`src/design/iso_dir_pkg.sv`:
```
package iso_dir_pkg;

	localparam int SECTOR_BYTES = 2048;
	localparam int IDX_W = 6;

	localparam logic [7:0] MIN_RECORD = 8'd34;
	localparam logic [7:0] FLAGS_AT = 8'd25;
	localparam logic [7:0] NAME_LEN_AT = 8'd32;
	localparam logic [7:0] NAME_AT = 8'd33;
	localparam logic [15:0] TAG_NM = 16'h4E4D;
	localparam logic [7:0] NM_FLAG_MASK = 8'h06;
	localparam logic [7:0] CHAR_SEMI = 8'h3B;
	localparam logic [7:0] CHAR_DOT = 8'h2E;

	localparam logic [1:0] PH_SEARCH = 2'd0;
	localparam logic [1:0] PH_COPY = 2'd1;
	localparam logic [1:0] PH_FOUND = 2'd2;
	localparam logic [1:0] PH_NONE = 2'd3;

	localparam logic [1:0] KIND_ORDINARY = 2'd0;

	localparam logic [2:0] REG_SKIP_ADDR = 3'd0;

	typedef struct packed {
		logic [7:0] data_byte;
		logic sector_end;
	} in_t;

	typedef struct packed {
		logic [31:0] extent_block;
		logic [31:0] data_length;
		logic is_directory;
		logic [1:0] entry_kind;
		logic from_extension;
		logic [7:0] name_char;
		logic char_valid;
		logic last;
	} out_t;

	// one finished record waiting for its name burst
	typedef struct packed {
		logic [31:0] extent_block;
		logic [31:0] data_length;
		logic is_directory;
		logic [1:0] entry_kind;
		logic from_extension;
		logic [IDX_W-1:0] char_cnt;
		logic slot;
	} desc_t;

	typedef struct packed {
		logic en;
		logic ext;
		logic slot;
		logic [IDX_W-1:0] idx;
		logic [7:0] data;
	} name_wr_t;

endpackage

```
`src/design/iso_dir_front.sv`:
```
module iso_dir_front #(
	parameter int NAME_CAP = 32
) (
	input logic clk,
	input logic arst_n,
	input logic in_valid,
	output logic in_ready,
	input iso_dir_pkg::in_t in_data,
	input logic skip_self_parent,
	input logic queue_full,
	output logic push,
	output iso_dir_pkg::desc_t push_desc,
	output iso_dir_pkg::name_wr_t name_wr
);
	import iso_dir_pkg::*;

	localparam int CW = $clog2(NAME_CAP);
	localparam logic [CW-1:0] KEEP = CW'(NAME_CAP - 1);

	logic [10:0] off_q, n_off;
	logic [7:0] rlen_q, n_rlen;
	logic [7:0] pos_q, n_pos;
	logic skip_q, n_skip;
	logic [7:0] pnl_q, n_pnl;
	logic [7:0] fnb_q, n_fnb;
	logic [31:0] ext_q, n_ext;
	logic [31:0] size_q, n_size;
	logic [7:0] flags_q, n_flags;
	logic [CW-1:0] pcount_q, n_pcount;
	logic [CW-1:0] pkept_q, n_pkept;
	logic stopped_q, n_stopped;
	logic [CW-1:0] ecount_q, n_ecount;
	logic [7:0] fs_q, n_fs;
	logic [7:0] fl_q, n_fl;
	logic [15:0] tag_q, n_tag;
	logic [1:0] phase_q, n_phase;
	logic slot_q;

	logic acc;
	logic [7:0] b;
	logic [7:0] p;
	logic [7:0] d;
	logic [9:0] start;
	logic [9:0] fend;
	logic [7:0] lc;
	logic [1:0] kind;
	logic fromext;

	assign in_ready = !queue_full;
	assign acc = in_valid && in_ready;
	assign b = in_data.data_byte;
	assign p = pos_q;

	always_comb begin
		n_off = off_q; n_rlen = rlen_q; n_pos = pos_q; n_skip = skip_q;
		n_pnl = pnl_q; n_fnb = fnb_q; n_ext = ext_q; n_size = size_q;
		n_flags = flags_q; n_pcount = pcount_q; n_pkept = pkept_q;
		n_stopped = stopped_q; n_ecount = ecount_q; n_fs = fs_q; n_fl = fl_q;
		n_tag = tag_q; n_phase = phase_q;
		push = 1'b0;
		push_desc = '0;
		name_wr = '0;
		d = p - fs_q;
		start = 10'd33 + {2'b0, b} + {9'b0, ~b[0]};
		fend = {2'b0, fs_q} + {2'b0, fl_q};
		lc = (b >= 8'h41 && b <= 8'h5A) ? b + 8'h20 : b;
		kind = KIND_ORDINARY;
		fromext = 1'b0;
		if (acc) begin
			if (!skip_q) begin
				if (pos_q == 8'd0) begin
					if (b == 8'd0 || ({1'b0, off_q} + {4'b0, b}) > 12'(SECTOR_BYTES)) begin
						n_skip = 1'b1;
					end else begin
						n_rlen = b; n_pnl = '0; n_fnb = '0; n_ext = '0; n_size = '0;
						n_flags = '0; n_pcount = '0; n_pkept = '0; n_stopped = 1'b0;
						n_ecount = '0; n_fs = '0; n_fl = '0; n_tag = '0;
						n_phase = PH_NONE;
						n_pos = (b > 8'd1) ? 8'd1 : 8'd0;
					end
				end else begin
					if (p >= 8'd2 && p <= 8'd5)
						n_ext = {b, ext_q[31:8]};
					if (p >= 8'd10 && p <= 8'd13)
						n_size = {b, size_q[31:8]};
					if (p == FLAGS_AT)
						n_flags = b;
					if (p == NAME_LEN_AT) begin
						n_pnl = b;
						if (start + 10'd4 > {2'b0, rlen_q}) begin
							n_phase = PH_NONE;
						end else begin
							n_fs = start[7:0];
							n_phase = PH_SEARCH;
						end
					end
					if (p == NAME_AT)
						n_fnb = b;
					if (p >= NAME_AT && {1'b0, p} < {1'b0, NAME_AT} + {1'b0, pnl_q}
							&& !stopped_q) begin
						if (b == CHAR_SEMI) begin
							n_stopped = 1'b1;
						end else if (pcount_q < KEEP) begin
							name_wr.en = 1'b1;
							name_wr.ext = 1'b0;
							name_wr.slot = slot_q;
							name_wr.idx = IDX_W'(pcount_q);
							name_wr.data = lc;
							n_pcount = pcount_q + 1'b1;
							if (lc != CHAR_DOT)
								n_pkept = pcount_q + 1'b1;
						end
					end
					if (p > NAME_LEN_AT) begin
						if (phase_q == PH_SEARCH) begin
							if (p >= fs_q) begin
								case (d)
									8'd0: n_tag = {b, 8'h00};
									8'd1: n_tag = tag_q | {8'h00, b};
									8'd2: begin
										n_fl = b;
										if (b < 8'd4 || ({1'b0, fs_q} + {1'b0, b}) > {1'b0, rlen_q})
											n_phase = PH_NONE;
									end
									8'd3: begin
										if (!(tag_q == TAG_NM && fl_q >= 8'd5)) begin
											if (fend + 10'd4 > {2'b0, rlen_q})
												n_phase = PH_NONE;
											else
												n_fs = fend[7:0];
										end
									end
									8'd4: begin
										if ((b & NM_FLAG_MASK) != 8'd0)
											n_phase = PH_NONE;
										else if (fl_q == 8'd5)
											n_phase = PH_FOUND;
										else
											n_phase = PH_COPY;
									end
									default: ;
								endcase
							end
						end else if (phase_q == PH_COPY) begin
							if ({2'b0, p} < fend) begin
								if (ecount_q < KEEP) begin
									name_wr.en = 1'b1;
									name_wr.ext = 1'b1;
									name_wr.slot = slot_q;
									name_wr.idx = IDX_W'(ecount_q);
									name_wr.data = b;
									n_ecount = ecount_q + 1'b1;
								end
								if ({2'b0, p} + 10'd1 == fend)
									n_phase = PH_FOUND;
							end
						end
					end
					if ({1'b0, p} + 9'd1 >= {1'b0, rlen_q}) begin
						n_pos = 8'd0;
						if (rlen_q >= MIN_RECORD) begin
							if (n_pnl == 8'd1 && n_fnb <= 8'd1)
								kind = n_fnb[1:0] + 2'd1;
							fromext = (n_phase == PH_FOUND) && (n_ecount != '0);
							push_desc.extent_block = n_ext;
							push_desc.data_length = n_size;
							push_desc.is_directory = n_flags[1];
							push_desc.entry_kind = kind;
							push_desc.slot = slot_q;
							if (kind != KIND_ORDINARY) begin
								push = !skip_self_parent;
							end else begin
								push = 1'b1;
								push_desc.from_extension = fromext;
								push_desc.char_cnt = fromext ? IDX_W'(n_ecount) : IDX_W'(n_pkept);
							end
						end
					end else begin
						n_pos = p + 8'd1;
					end
				end
			end
			if (in_data.sector_end || off_q >= 11'(SECTOR_BYTES - 1)) begin
				n_off = '0;
				n_pos = 8'd0;
				n_skip = 1'b0;
			end else begin
				n_off = off_q + 11'd1;
			end
		end
	end

	always_ff @(posedge clk or negedge arst_n) begin
		if (!arst_n) begin
			off_q <= '0; rlen_q <= '0; pos_q <= '0; skip_q <= 1'b0;
			pnl_q <= '0; fnb_q <= '0; ext_q <= '0; size_q <= '0; flags_q <= '0;
			pcount_q <= '0; pkept_q <= '0; stopped_q <= 1'b0; ecount_q <= '0;
			fs_q <= '0; fl_q <= '0; tag_q <= '0; phase_q <= PH_SEARCH;
			slot_q <= 1'b0;
		end else begin
			off_q <= n_off; rlen_q <= n_rlen; pos_q <= n_pos; skip_q <= n_skip;
			pnl_q <= n_pnl; fnb_q <= n_fnb; ext_q <= n_ext; size_q <= n_size;
			flags_q <= n_flags; pcount_q <= n_pcount; pkept_q <= n_pkept;
			stopped_q <= n_stopped; ecount_q <= n_ecount; fs_q <= n_fs;
			fl_q <= n_fl; tag_q <= n_tag; phase_q <= n_phase;
			if (push)
				slot_q <= !slot_q;
		end
	end

endmodule

```
`src/design/iso_dir_queue.sv`:
```
module iso_dir_queue (
	input logic clk,
	input logic arst_n,
	input logic push,
	input iso_dir_pkg::desc_t push_desc,
	input logic pop,
	output logic full,
	output logic head_valid,
	output iso_dir_pkg::desc_t head
);
	import iso_dir_pkg::*;

	desc_t entry_q [2];
	logic wr_ptr_q, rd_ptr_q;
	logic [1:0] count_q;

	assign full = (count_q == 2'd2);
	assign head_valid = (count_q != 2'd0);
	assign head = entry_q[rd_ptr_q];

	always_ff @(posedge clk) begin
		if (push)
			entry_q[wr_ptr_q] <= push_desc;
	end

	always_ff @(posedge clk or negedge arst_n) begin
		if (!arst_n) begin
			wr_ptr_q <= 1'b0;
			rd_ptr_q <= 1'b0;
			count_q <= '0;
		end else begin
			if (push)
				wr_ptr_q <= !wr_ptr_q;
			if (pop)
				rd_ptr_q <= !rd_ptr_q;
			count_q <= count_q + {1'b0, push} - {1'b0, pop};
		end
	end

endmodule

```
`src/design/iso_dir_back.sv`:
```
module iso_dir_back #(
	parameter int NAME_CAP = 32
) (
	input logic clk,
	input logic arst_n,
	input iso_dir_pkg::name_wr_t name_wr,
	input logic head_valid,
	input iso_dir_pkg::desc_t head,
	output logic pop,
	output logic out_valid,
	input logic out_ready,
	output iso_dir_pkg::out_t out_data
);
	import iso_dir_pkg::*;

	localparam int CW = $clog2(NAME_CAP);
	localparam int AW = CW + 2;

	localparam logic [1:0] B_IDLE = 2'd0;
	localparam logic [1:0] B_RD = 2'd1;
	localparam logic [1:0] B_OUT = 2'd2;

	logic [7:0] name_mem [2**AW];
	logic [7:0] rd_q;
	logic [1:0] state_q;
	logic [CW-1:0] idx_q;
	logic no_chars;
	logic is_last;
	logic out_acc;
	logic [AW-1:0] raddr;

	assign no_chars = (head.entry_kind != KIND_ORDINARY) || (head.char_cnt == '0);
	assign is_last = no_chars || ({1'b0, idx_q} + 1'b1 == (CW+1)'(head.char_cnt));
	assign out_valid = (state_q == B_OUT);
	assign out_acc = out_valid && out_ready;
	assign pop = out_acc && is_last;
	assign raddr = {head.from_extension, head.slot, idx_q};

	always_ff @(posedge clk) begin
		if (name_wr.en)
			name_mem[{name_wr.ext, name_wr.slot, name_wr.idx[CW-1:0]}] <= name_wr.data;
		if (state_q == B_RD)
			rd_q <= name_mem[raddr];
	end

	always_ff @(posedge clk or negedge arst_n) begin
		if (!arst_n) begin
			state_q <= B_IDLE;
			idx_q <= '0;
		end else begin
			case (state_q)
				B_IDLE: begin
					idx_q <= '0;
					if (head_valid)
						state_q <= no_chars ? B_OUT : B_RD;
				end
				B_RD: state_q <= B_OUT;
				B_OUT: begin
					if (out_acc) begin
						if (is_last) begin
							state_q <= B_IDLE;
						end else begin
							idx_q <= idx_q + 1'b1;
							state_q <= B_RD;
						end
					end
				end
				default: state_q <= B_IDLE;
			endcase
		end
	end

	always_comb begin
		out_data.extent_block = head.extent_block;
		out_data.data_length = head.data_length;
		out_data.is_directory = head.is_directory;
		out_data.entry_kind = head.entry_kind;
		out_data.from_extension = head.from_extension;
		out_data.char_valid = !no_chars;
		out_data.name_char = no_chars ? 8'd0 : rd_q;
		out_data.last = is_last;
	end

`ifndef ASSERT_OFF
	a_out_has_head: assert property (@(posedge clk) disable iff (!arst_n)
		out_valid |-> head_valid) else $error("result shown with empty queue");
	a_read_then_show: assert property (@(posedge clk) disable iff (!arst_n)
		(state_q == B_RD) |=> out_valid) else $error("read not followed by result");
	a_next_char: assert property (@(posedge clk) disable iff (!arst_n)
		(out_acc && !is_last) |=> (state_q == B_RD))
		else $error("burst did not continue");
`endif

endmodule

```
`src/design/iso_directory_record_parser_core.sv`:
```
// Once a record's last byte is accepted, its entry is registered in the queue; the back
// then goes from idle through a memory read to output (straight to output when the
// result carries no name character). The front takes one sector byte per cycle while
// the queue is not full; the back reads each name character from memory, then outputs it.
// The front holds off bytes while two finished records are still pending.
// Reset: arst_n asynchronous, active low; skip_self_parent resets to 1.
module iso_directory_record_parser_core #(
	parameter int NAME_CAP = 32
) (
	input logic clk,
	input logic arst_n,
	input logic in_valid,
	output logic in_ready,
	input iso_dir_pkg::in_t in_data,
	output logic out_valid,
	input logic out_ready,
	output iso_dir_pkg::out_t out_data,
	input logic psel,
	input logic penable,
	input logic pwrite,
	input logic [2:0] paddr,
	input logic [31:0] pwdata,
	output logic [31:0] prdata,
	output logic pready
);
	import iso_dir_pkg::*;

	// mode register: 1 drops self/parent records
	logic skip_q;
	logic cfg_wr;

	logic push, pop, full, head_valid;
	desc_t push_desc, head;
	name_wr_t name_wr;

	assign pready = 1'b1;
	assign cfg_wr = psel && penable && pwrite && pready;
	assign prdata = (paddr == REG_SKIP_ADDR) ? {31'd0, skip_q} : 32'd0;

	always_ff @(posedge clk or negedge arst_n) begin
		if (!arst_n) begin
			skip_q <= 1'b1;
		end else if (cfg_wr && paddr == REG_SKIP_ADDR) begin
			skip_q <= pwdata[0];
		end
	end

	// front: frames records, collects fields, writes names to the double-buffered store
	iso_dir_front #(.NAME_CAP(NAME_CAP)) u_front (
		.clk, .arst_n, .in_valid, .in_ready, .in_data,
		.skip_self_parent(skip_q), .queue_full(full),
		.push, .push_desc, .name_wr
	);

	// two-entry request queue; an entry frees only when its burst is done
	iso_dir_queue u_queue (
		.clk, .arst_n, .push, .push_desc, .pop,
		.full, .head_valid, .head
	);

	// back: plays out the name of the head record
	iso_dir_back #(.NAME_CAP(NAME_CAP)) u_back (
		.clk, .arst_n, .name_wr, .head_valid, .head, .pop,
		.out_valid, .out_ready, .out_data
	);

endmodule
```
`config.mk`:
```
export PLATFORM = sky130hd
export DESIGN_NAME = iso_directory_record_parser_core
export DESIGN_NICKNAME = d
export VERILOG_FILES = /design/src/design/iso_dir_pkg.sv /design/src/design/iso_dir_front.sv /design/src/design/iso_dir_queue.sv /design/src/design/iso_dir_back.sv /design/src/design/iso_directory_record_parser_core.sv
export SDC_FILE = /design/constraint.sdc
export NUM_CORES = 2
export LEC_CHECK = 0
export BUFFER_PORTS_ARGS = -buffer_cell sky130_fd_sc_hd__buf_2
export CORE_MARGIN = 1
export CORE_UTILIZATION = 46
export DETAILED_ROUTE_END_ITERATION = 16
export PLACE_DENSITY = 0.69
export SYNTH_ARGS = -nofsm -noshare
export SYNTH_HDL_FRONTEND = slang
export SYNTH_SLANG_ARGS = --single-unit
```
`constraint.sdc`:
```
create_clock -name clk -period 22.9 [get_ports clk]
set_clock_uncertainty 0.1 [all_clocks]
set_input_delay 4.58 -clock clk [delete_from_list [all_inputs] [get_ports clk]]
set_output_delay 4.58 -clock clk [all_outputs]
set_load 0.05 [all_outputs]
```
# ---- After elaboration in Yosys (flattened, before gate mapping)
# Memory sizes are Yosys's and may differ from the RTL's. A register that Yosys moved wholly into a read port is not among the register bits.
# Cells that the tools add are included.
dict set report classes {
  reduce_logical 56
  add_sub_neg 21
  n_bitwise 4
  mux 136
  eq_ne 26
  magnitude_cmp 24
}
# operator n
set ops {}
lappend ops {{two-way mux 75 bit} 5}
lappend ops {{two-way mux 8 bit} 32}
lappend ops {{two-way mux 17 bit} 11}
lappend ops {{two-way mux 32 bit} 5}
lappend ops {{two-way mux 5 bit} 22}
lappend ops {{two-way mux 16 bit} 5}
lappend ops {{two-way mux 2 bit} 29}
lappend ops {{one-hot mux 16 bit (2 select lines)} 1}
lappend ops {{== test 8 x 6 -> 1 bit, second input constant} 3}
lappend ops {{logical NOT 8 bit} 3}
lappend ops {{nonzero test 2 bit} 11}
lappend ops {{two-way mux 1 bit} 21}
lappend ops {{adder 10 x 3 -> 10 bit, second input constant} 2}
lappend ops {{greater-than comparator 10 x 8 -> 1 bit} 2}
lappend ops {{adder 6 x 8 -> 9 bit, first input constant} 2}
lappend ops {{adder 8 x 1 -> 9 bit, second input constant} 2}
lappend ops {{adder 8 x 8 -> 9 bit} 2}
lappend ops {{== test 16 x 15 -> 1 bit, second input constant} 1}
lappend ops {{== test 8 x 1 -> 1 bit, second input constant} 2}
lappend ops {{== test 8 x 2 -> 1 bit, second input constant} 2}
lappend ops {{== test 8 x 3 -> 1 bit, second input constant} 2}
lappend ops {{greater-or-equal comparator 8 x 6 -> 1 bit, second input constant} 2}
lappend ops {{bitwise OR 16 x 8 -> 16 bit} 1}
lappend ops {{adder 5 x 1 -> 5 bit, second input constant} 3}
lappend ops {{58 further kinds} 96}
dict set report word_totals {
  ram_bits 1174
  input_bits 51
  reg_bits 172
  word_cells 293
  memories 2
}
# memory words word_bits rd rd_clocked_by_memory_dff write_ports line
set memory_table {}
lappend memory_table {u_back.name_mem 128 8 1 1 1 iso_dir_back.sv:23} ;# logic [7:0] name_mem [2**AW];
lappend memory_table {u_queue.entry_q 2 75 1 0 1 iso_dir_queue.sv:13} ;# desc_t entry_q [2];

# ---- Logic depth before layout (Yosys ltp)
dict set report logic_depth {
  depth_word 24
  ltp_mapped 22
  mapped_depth_nobuf 21
}

# ---- Hierarchy
# From an unflattened synthesis, not the netlist that was laid out.
dict set report unflattened {
  hier_cells 3783
  area_unflattened_um2 59105.4
}
# module cells_each seq_area_each_um2 area_per_inst_um2 n_inst
set modules_own_cells {}
lappend modules_own_cells {iso_dir_back 2119 31164.9 41183.2 1}
lappend modules_own_cells {iso_dir_front 1377 4003.8 11847.6 1}
lappend modules_own_cells {iso_dir_queue 248 4604.4 5765.5 1}
lappend modules_own_cells {iso_directory_record_parser_core 39 26.3 309.0 1}

# ---- Least setup slack after synthesis
# OpenSTA, ideal clock, no wires.
dict set report synth_timing {
  path_kind {input-to-output}
  start {in paddr[1]}
  end {out prdata[0]}
  n_path_buf 0
  setup_slack_ns 12.994
  arrival_ns 5.226
  cell_stages 2
  required_time_ns 18.220
  path_cell_list {nor3_1 -> and2_1}
}
dict set report synth_between {
  elab_chain_len 2
}
# item line
set synth_lines {}
lappend synth_lines {{from (decl)} iso_directory_record_parser_core.sv:21} ;# input logic [2:0] paddr,
lappend synth_lines {{logical NOT 3 bit} iso_directory_record_parser_core.sv:38} ;# assign prdata = (paddr == REG_SKIP_ADDR) ? {31'd0, skip_q} : 32'd0;
lappend synth_lines {{two-way mux 1 bit} iso_directory_record_parser_core.sv:38}
lappend synth_lines {{to (decl)} iso_directory_record_parser_core.sv:23} ;# output logic [31:0] prdata,
# Every way passes these cells.

# ---- Worst setup path in the final report
# Ends and elaborated chain as after synthesis.

==> run_results.csv <==
group,metric,value,unit
run_status,outcome,"completed",
logic_synthesis,synth_top_cell_area_share,60.9,%
floorplan,die_y,358,um
routing,dr_total_vias,31600,
logic_synthesis,ys_seq_area_share,68.3,%
logic_synthesis,ys_types,106,
layout,syn_to_final_growth,11.3,%
clock_tree,cts_tree,"built",
routing,first_iter_violations,3533,
sta,hold_violations,0,
floorplan,dieArea,0.128,sq mm
grt,grt_pass1_vias,30900,
placement,gp_routability_congestion,0.887,
floorplan,rows,130,
critical_path,endpoint,"prdata[0]",
routing,avgViaCountPerCell,5.95,
pwr,leakage,0.0187,uW
critical_path,r2r_start,"u_front.fs_q[0]",
grt,antenna_found_initial,4,
critical_path,max_stage_delay,0.25,ns
clock_tree,cts_sinks,1352,
sta,post-route-period-util,43.6,%
critical_path,critPathSlowestCell,"buf_2",
critical_path,rr_worst_depth,17,
placement,dp_hpwl,80500,um
clock_tree,ctsResizeCount,0,
floorplan,io_pins,164,
clock_tree,clkTransAtPathRegs,0.06,ns
logic_synthesis,yosysWarnings,0,
routing,drt_first_pass_iters,6,
critical_path,cp.required,18.22,ns
pwr,p_per_area,93.8,mW/mm^2
grt,grtUsageTotal,21.0,%
grt,grt_max_degree,162,
logic_synthesis,async_reset_ff_share,12.7,%
critical_path,crit_path_frequent_cell,"buf_2",
grt,grt_pass1_wl,199000,um
layout,stdcell_area,0.0647,sq mm
clock_tree,htreeDepth,4,
critical_path,crit_cells,4,
layout,drive_gt1_share,22.1,%
sta,max_clock_freq,100,MHz
layout,finish.net_count,3703,
routing,ant_nets,0,
critical_path,start_kind,"input pin",
critical_path,cp_cell_sequence,"buf_2 -> nor3_1 -> and2_1 -> buf_2",
pwr,ir_drop,84.9,uV
critical_path,crit_fanout,2,
logic_synthesis,ys_top_cells_by_area,"edfxtp_1, mux4_2, dfrtp_1",
min_path,hold_path_class,"reg -> reg",
layout,fillers,9973,
floorplan,die_w,358,um
critical_path,crit_path_end_kind,"output pin",
logic_synthesis,ys_ff_latch,1352,
logic_synthesis,synth_area,0.0582,sq mm
grt,overflow,0,
routing,wirelength,134000,um
routing,drc,0,
sta,rsz0062_at_grt,"no",
critical_path,critPathKind,"in -> out",
clock_tree,numCtsBuffers,134,
critical_path,worstPathArrival,5.31,ns
clock_tree,clock_latency,0.75,ns
sta,period_minus_slack,9.99,ns
sta,setup_violations,0,
routing,drt-wirelength-per-cell,25.2,um
critical_path,r2r_slack,16.10,ns
floorplan,initial_utilization,46.3,%
critical_path,r2r_end,"u_back.name_mem[102][0]",
logic_synthesis,synth_edf_count,1180,
placement,numPortBuffers,100,
critical_path,crit_start,"paddr[1]",
clock_tree,post-cts-setup-buffer-count,0,
critical_path,path_delay_family,"simple AND/OR/NAND/NOR gates",
floorplan,core,0.126,sq mm
clock_tree,clockBufferDepth,3,
logic_synthesis,postSynthCellCount,3434,
sta,tns,0,ns
critical_path,crit_buf_inv,2,
placement,dpl-instance-area,0.0604,sq mm
clock_tree,clockRootBuffer,"clkbuf_16",
sta,drv_slew,0,
logic_synthesis,synth_ff_type,"edfxtp_1",
logic_synthesis,avgSynthCellArea,16.9,sq um
sta,slew-limit-headroom,13.2,%
clock_tree,cts_hold_buf,0,
logic_synthesis,yosysTopAreaCell,"edfxtp_1",
sta,tightestPinTransition,1.30,ns
run,drv_cap,0,
[layout by cell type, fill, tap and decap left out, types with 23 or more instances in the layout]
cell type / count
dfrtp_1: 166
mux4_2: 336
nand2_1: 270
o31ai_1: 24
clkinv_1: 32
inv_1: 71
and2_1: 24
xnor2_1: 38
clkbuf_16: 136
a21oi_1: 121
buf_2: 99
conb_1: 64
a22o_1: 74
buf_4: 43
nor2_1: 220
edfxtp_1: 1180
nand3_1: 34
o21ai_0: 74
ha_1: 100
xor2_1: 23
clkbuf_1: 26
mux2_2: 72
[worst min-delay path: stages, from the launching register on]
cell and delay (ns):
dfrtp_1 0.35, nand2_1 0.05, o21ai_0 0.06
[kinds of logic after synthesis]
| logic type | count (synthesis) | share of synthesized area [%] |
|---|---|---|
| flip-flops | 1352 | 68.3 |
| AO/OA/AOI/OAI | 484 | 5.89 |
| XOR/XNOR | 62 | 0.946 |
| adder cells (fa/ha/maj) | 104 | 2.29 |
| other | 2 | 0.0129 |
| AND/OR/NAND/NOR | 704 | 5.56 |
| multiplexers | 425 | 14.7 |
| buffers and inverters | 301 | 2.30 |
[layout make-up]
type                            instances  area, sq um  area share (%)
Antenna cell                            1         2.50         0.00386
Clock inverter                         74          716            1.11
Sequential cell                      1352        39800            61.4
Inverter                               72          270           0.417
Timing Repair Buffer                  145          872            1.35
Tap cell                             1650         2060            3.19
Multi-Input combinational cell       1843        17500            27.0
Clock buffer                          169         3600            5.56
[sequential cells by signal (all words and copies together) (netlist names), 2 cells and up]
register,flops
u_front.rlen_q,8
u_front.p,8
u_back.rd_q,8
u_back.idx_q,5
u_front.tag_q,16
u_front.fs_q,8
u_front.pkept_q,5
u_back.state_q,2
u_queue.entry_q,148
u_front.pcount_q,5
u_front.ext_q,32
u_front.off_q,11
u_front.pnl_q,8
u_front.fnb_q,8
u_front.fl_q,8
u_front.ecount_q,5
u_back.name_mem,1024
u_queue.count_q,2
u_front.size_q,32
u_front.phase_q,2
[cell usage after synthesis (all sizes together), types with 15 or more instances]
library cell / number
edfxtp: 1180
mux4: 336
nand2: 273
nor2: 224
dfrtp: 171
a21oi: 122
clkbuf: 119
buf: 110
ha: 100
o21ai: 83
a22o: 75
mux2: 74
inv: 71
xnor2: 39
nand3: 36
and2: 31
o31ai: 24
xor2: 23
a21o: 22
nand4: 20
nor3: 19
o22ai: 19
nand2b: 18
a32o: 17
and3: 16
a31oi: 15
mux2i: 15
nor2b: 15
[metal layers]
layer | global-route usage, % | part of all wire, % | vias to the layer above
li1 | - | - | 13700
met3 | 4.37 | 7.5 | 182
met1 | 30.2 | 43 | 16500
met4 | 5.58 | 2.1 | 2
met5 | 0 | 0.0090 | -
met2 | 32.9 | 48 | 1212
[metrics by stage]
| stage | util (%) | hold WS, ns | cells | worst slack [ns] | total power [uW] |
|---|---|---|---|---|---|
| detailed placement | 48.1 | 0.375 | 5062 | 12.88 | 3980 |
| floorplan | - | 0.350 | 3496 | 12.99 | 3700 |
| global route | 51.6 | 0.406 | 5305 | 12.81 | 6300 |
| global placement | 48.1 | 0.363 | 5062 | 12.91 | 3970 |
| CTS | 51.6 | 0.389 | 5305 | 12.88 | 6120 |
| finish | 51.6 | 0.386 | 5306 | 12.91 | 6080 |
[how the worst min path moves through the flow]
stage / from / to / depth (start not counted)
after detailed placement: u_front.fnb_q[1] / u_front.fnb_q[1] / 2
after global placement: u_front.fnb_q[1] / u_front.fnb_q[1] / 2
final: u_front.pkept_q[2] / u_front.pkept_q[2] / 2
after CTS: u_front.fnb_q[1] / u_front.fnb_q[1] / 2
after floorplan: u_front.fnb_q[0] / u_front.fnb_q[0] / 2
after global routing: u_front.size_q[5] / u_front.size_q[5] / 1
[power by group]
| group | internal (uW) | switching [uW] |
|---|---|---|
| Combinational | 428 | 731 |
| Clock | 1220 | 932 |
| Sequential | 2680 | 77.6 |
No activity file was read; power rests on OpenSTA's default activity.
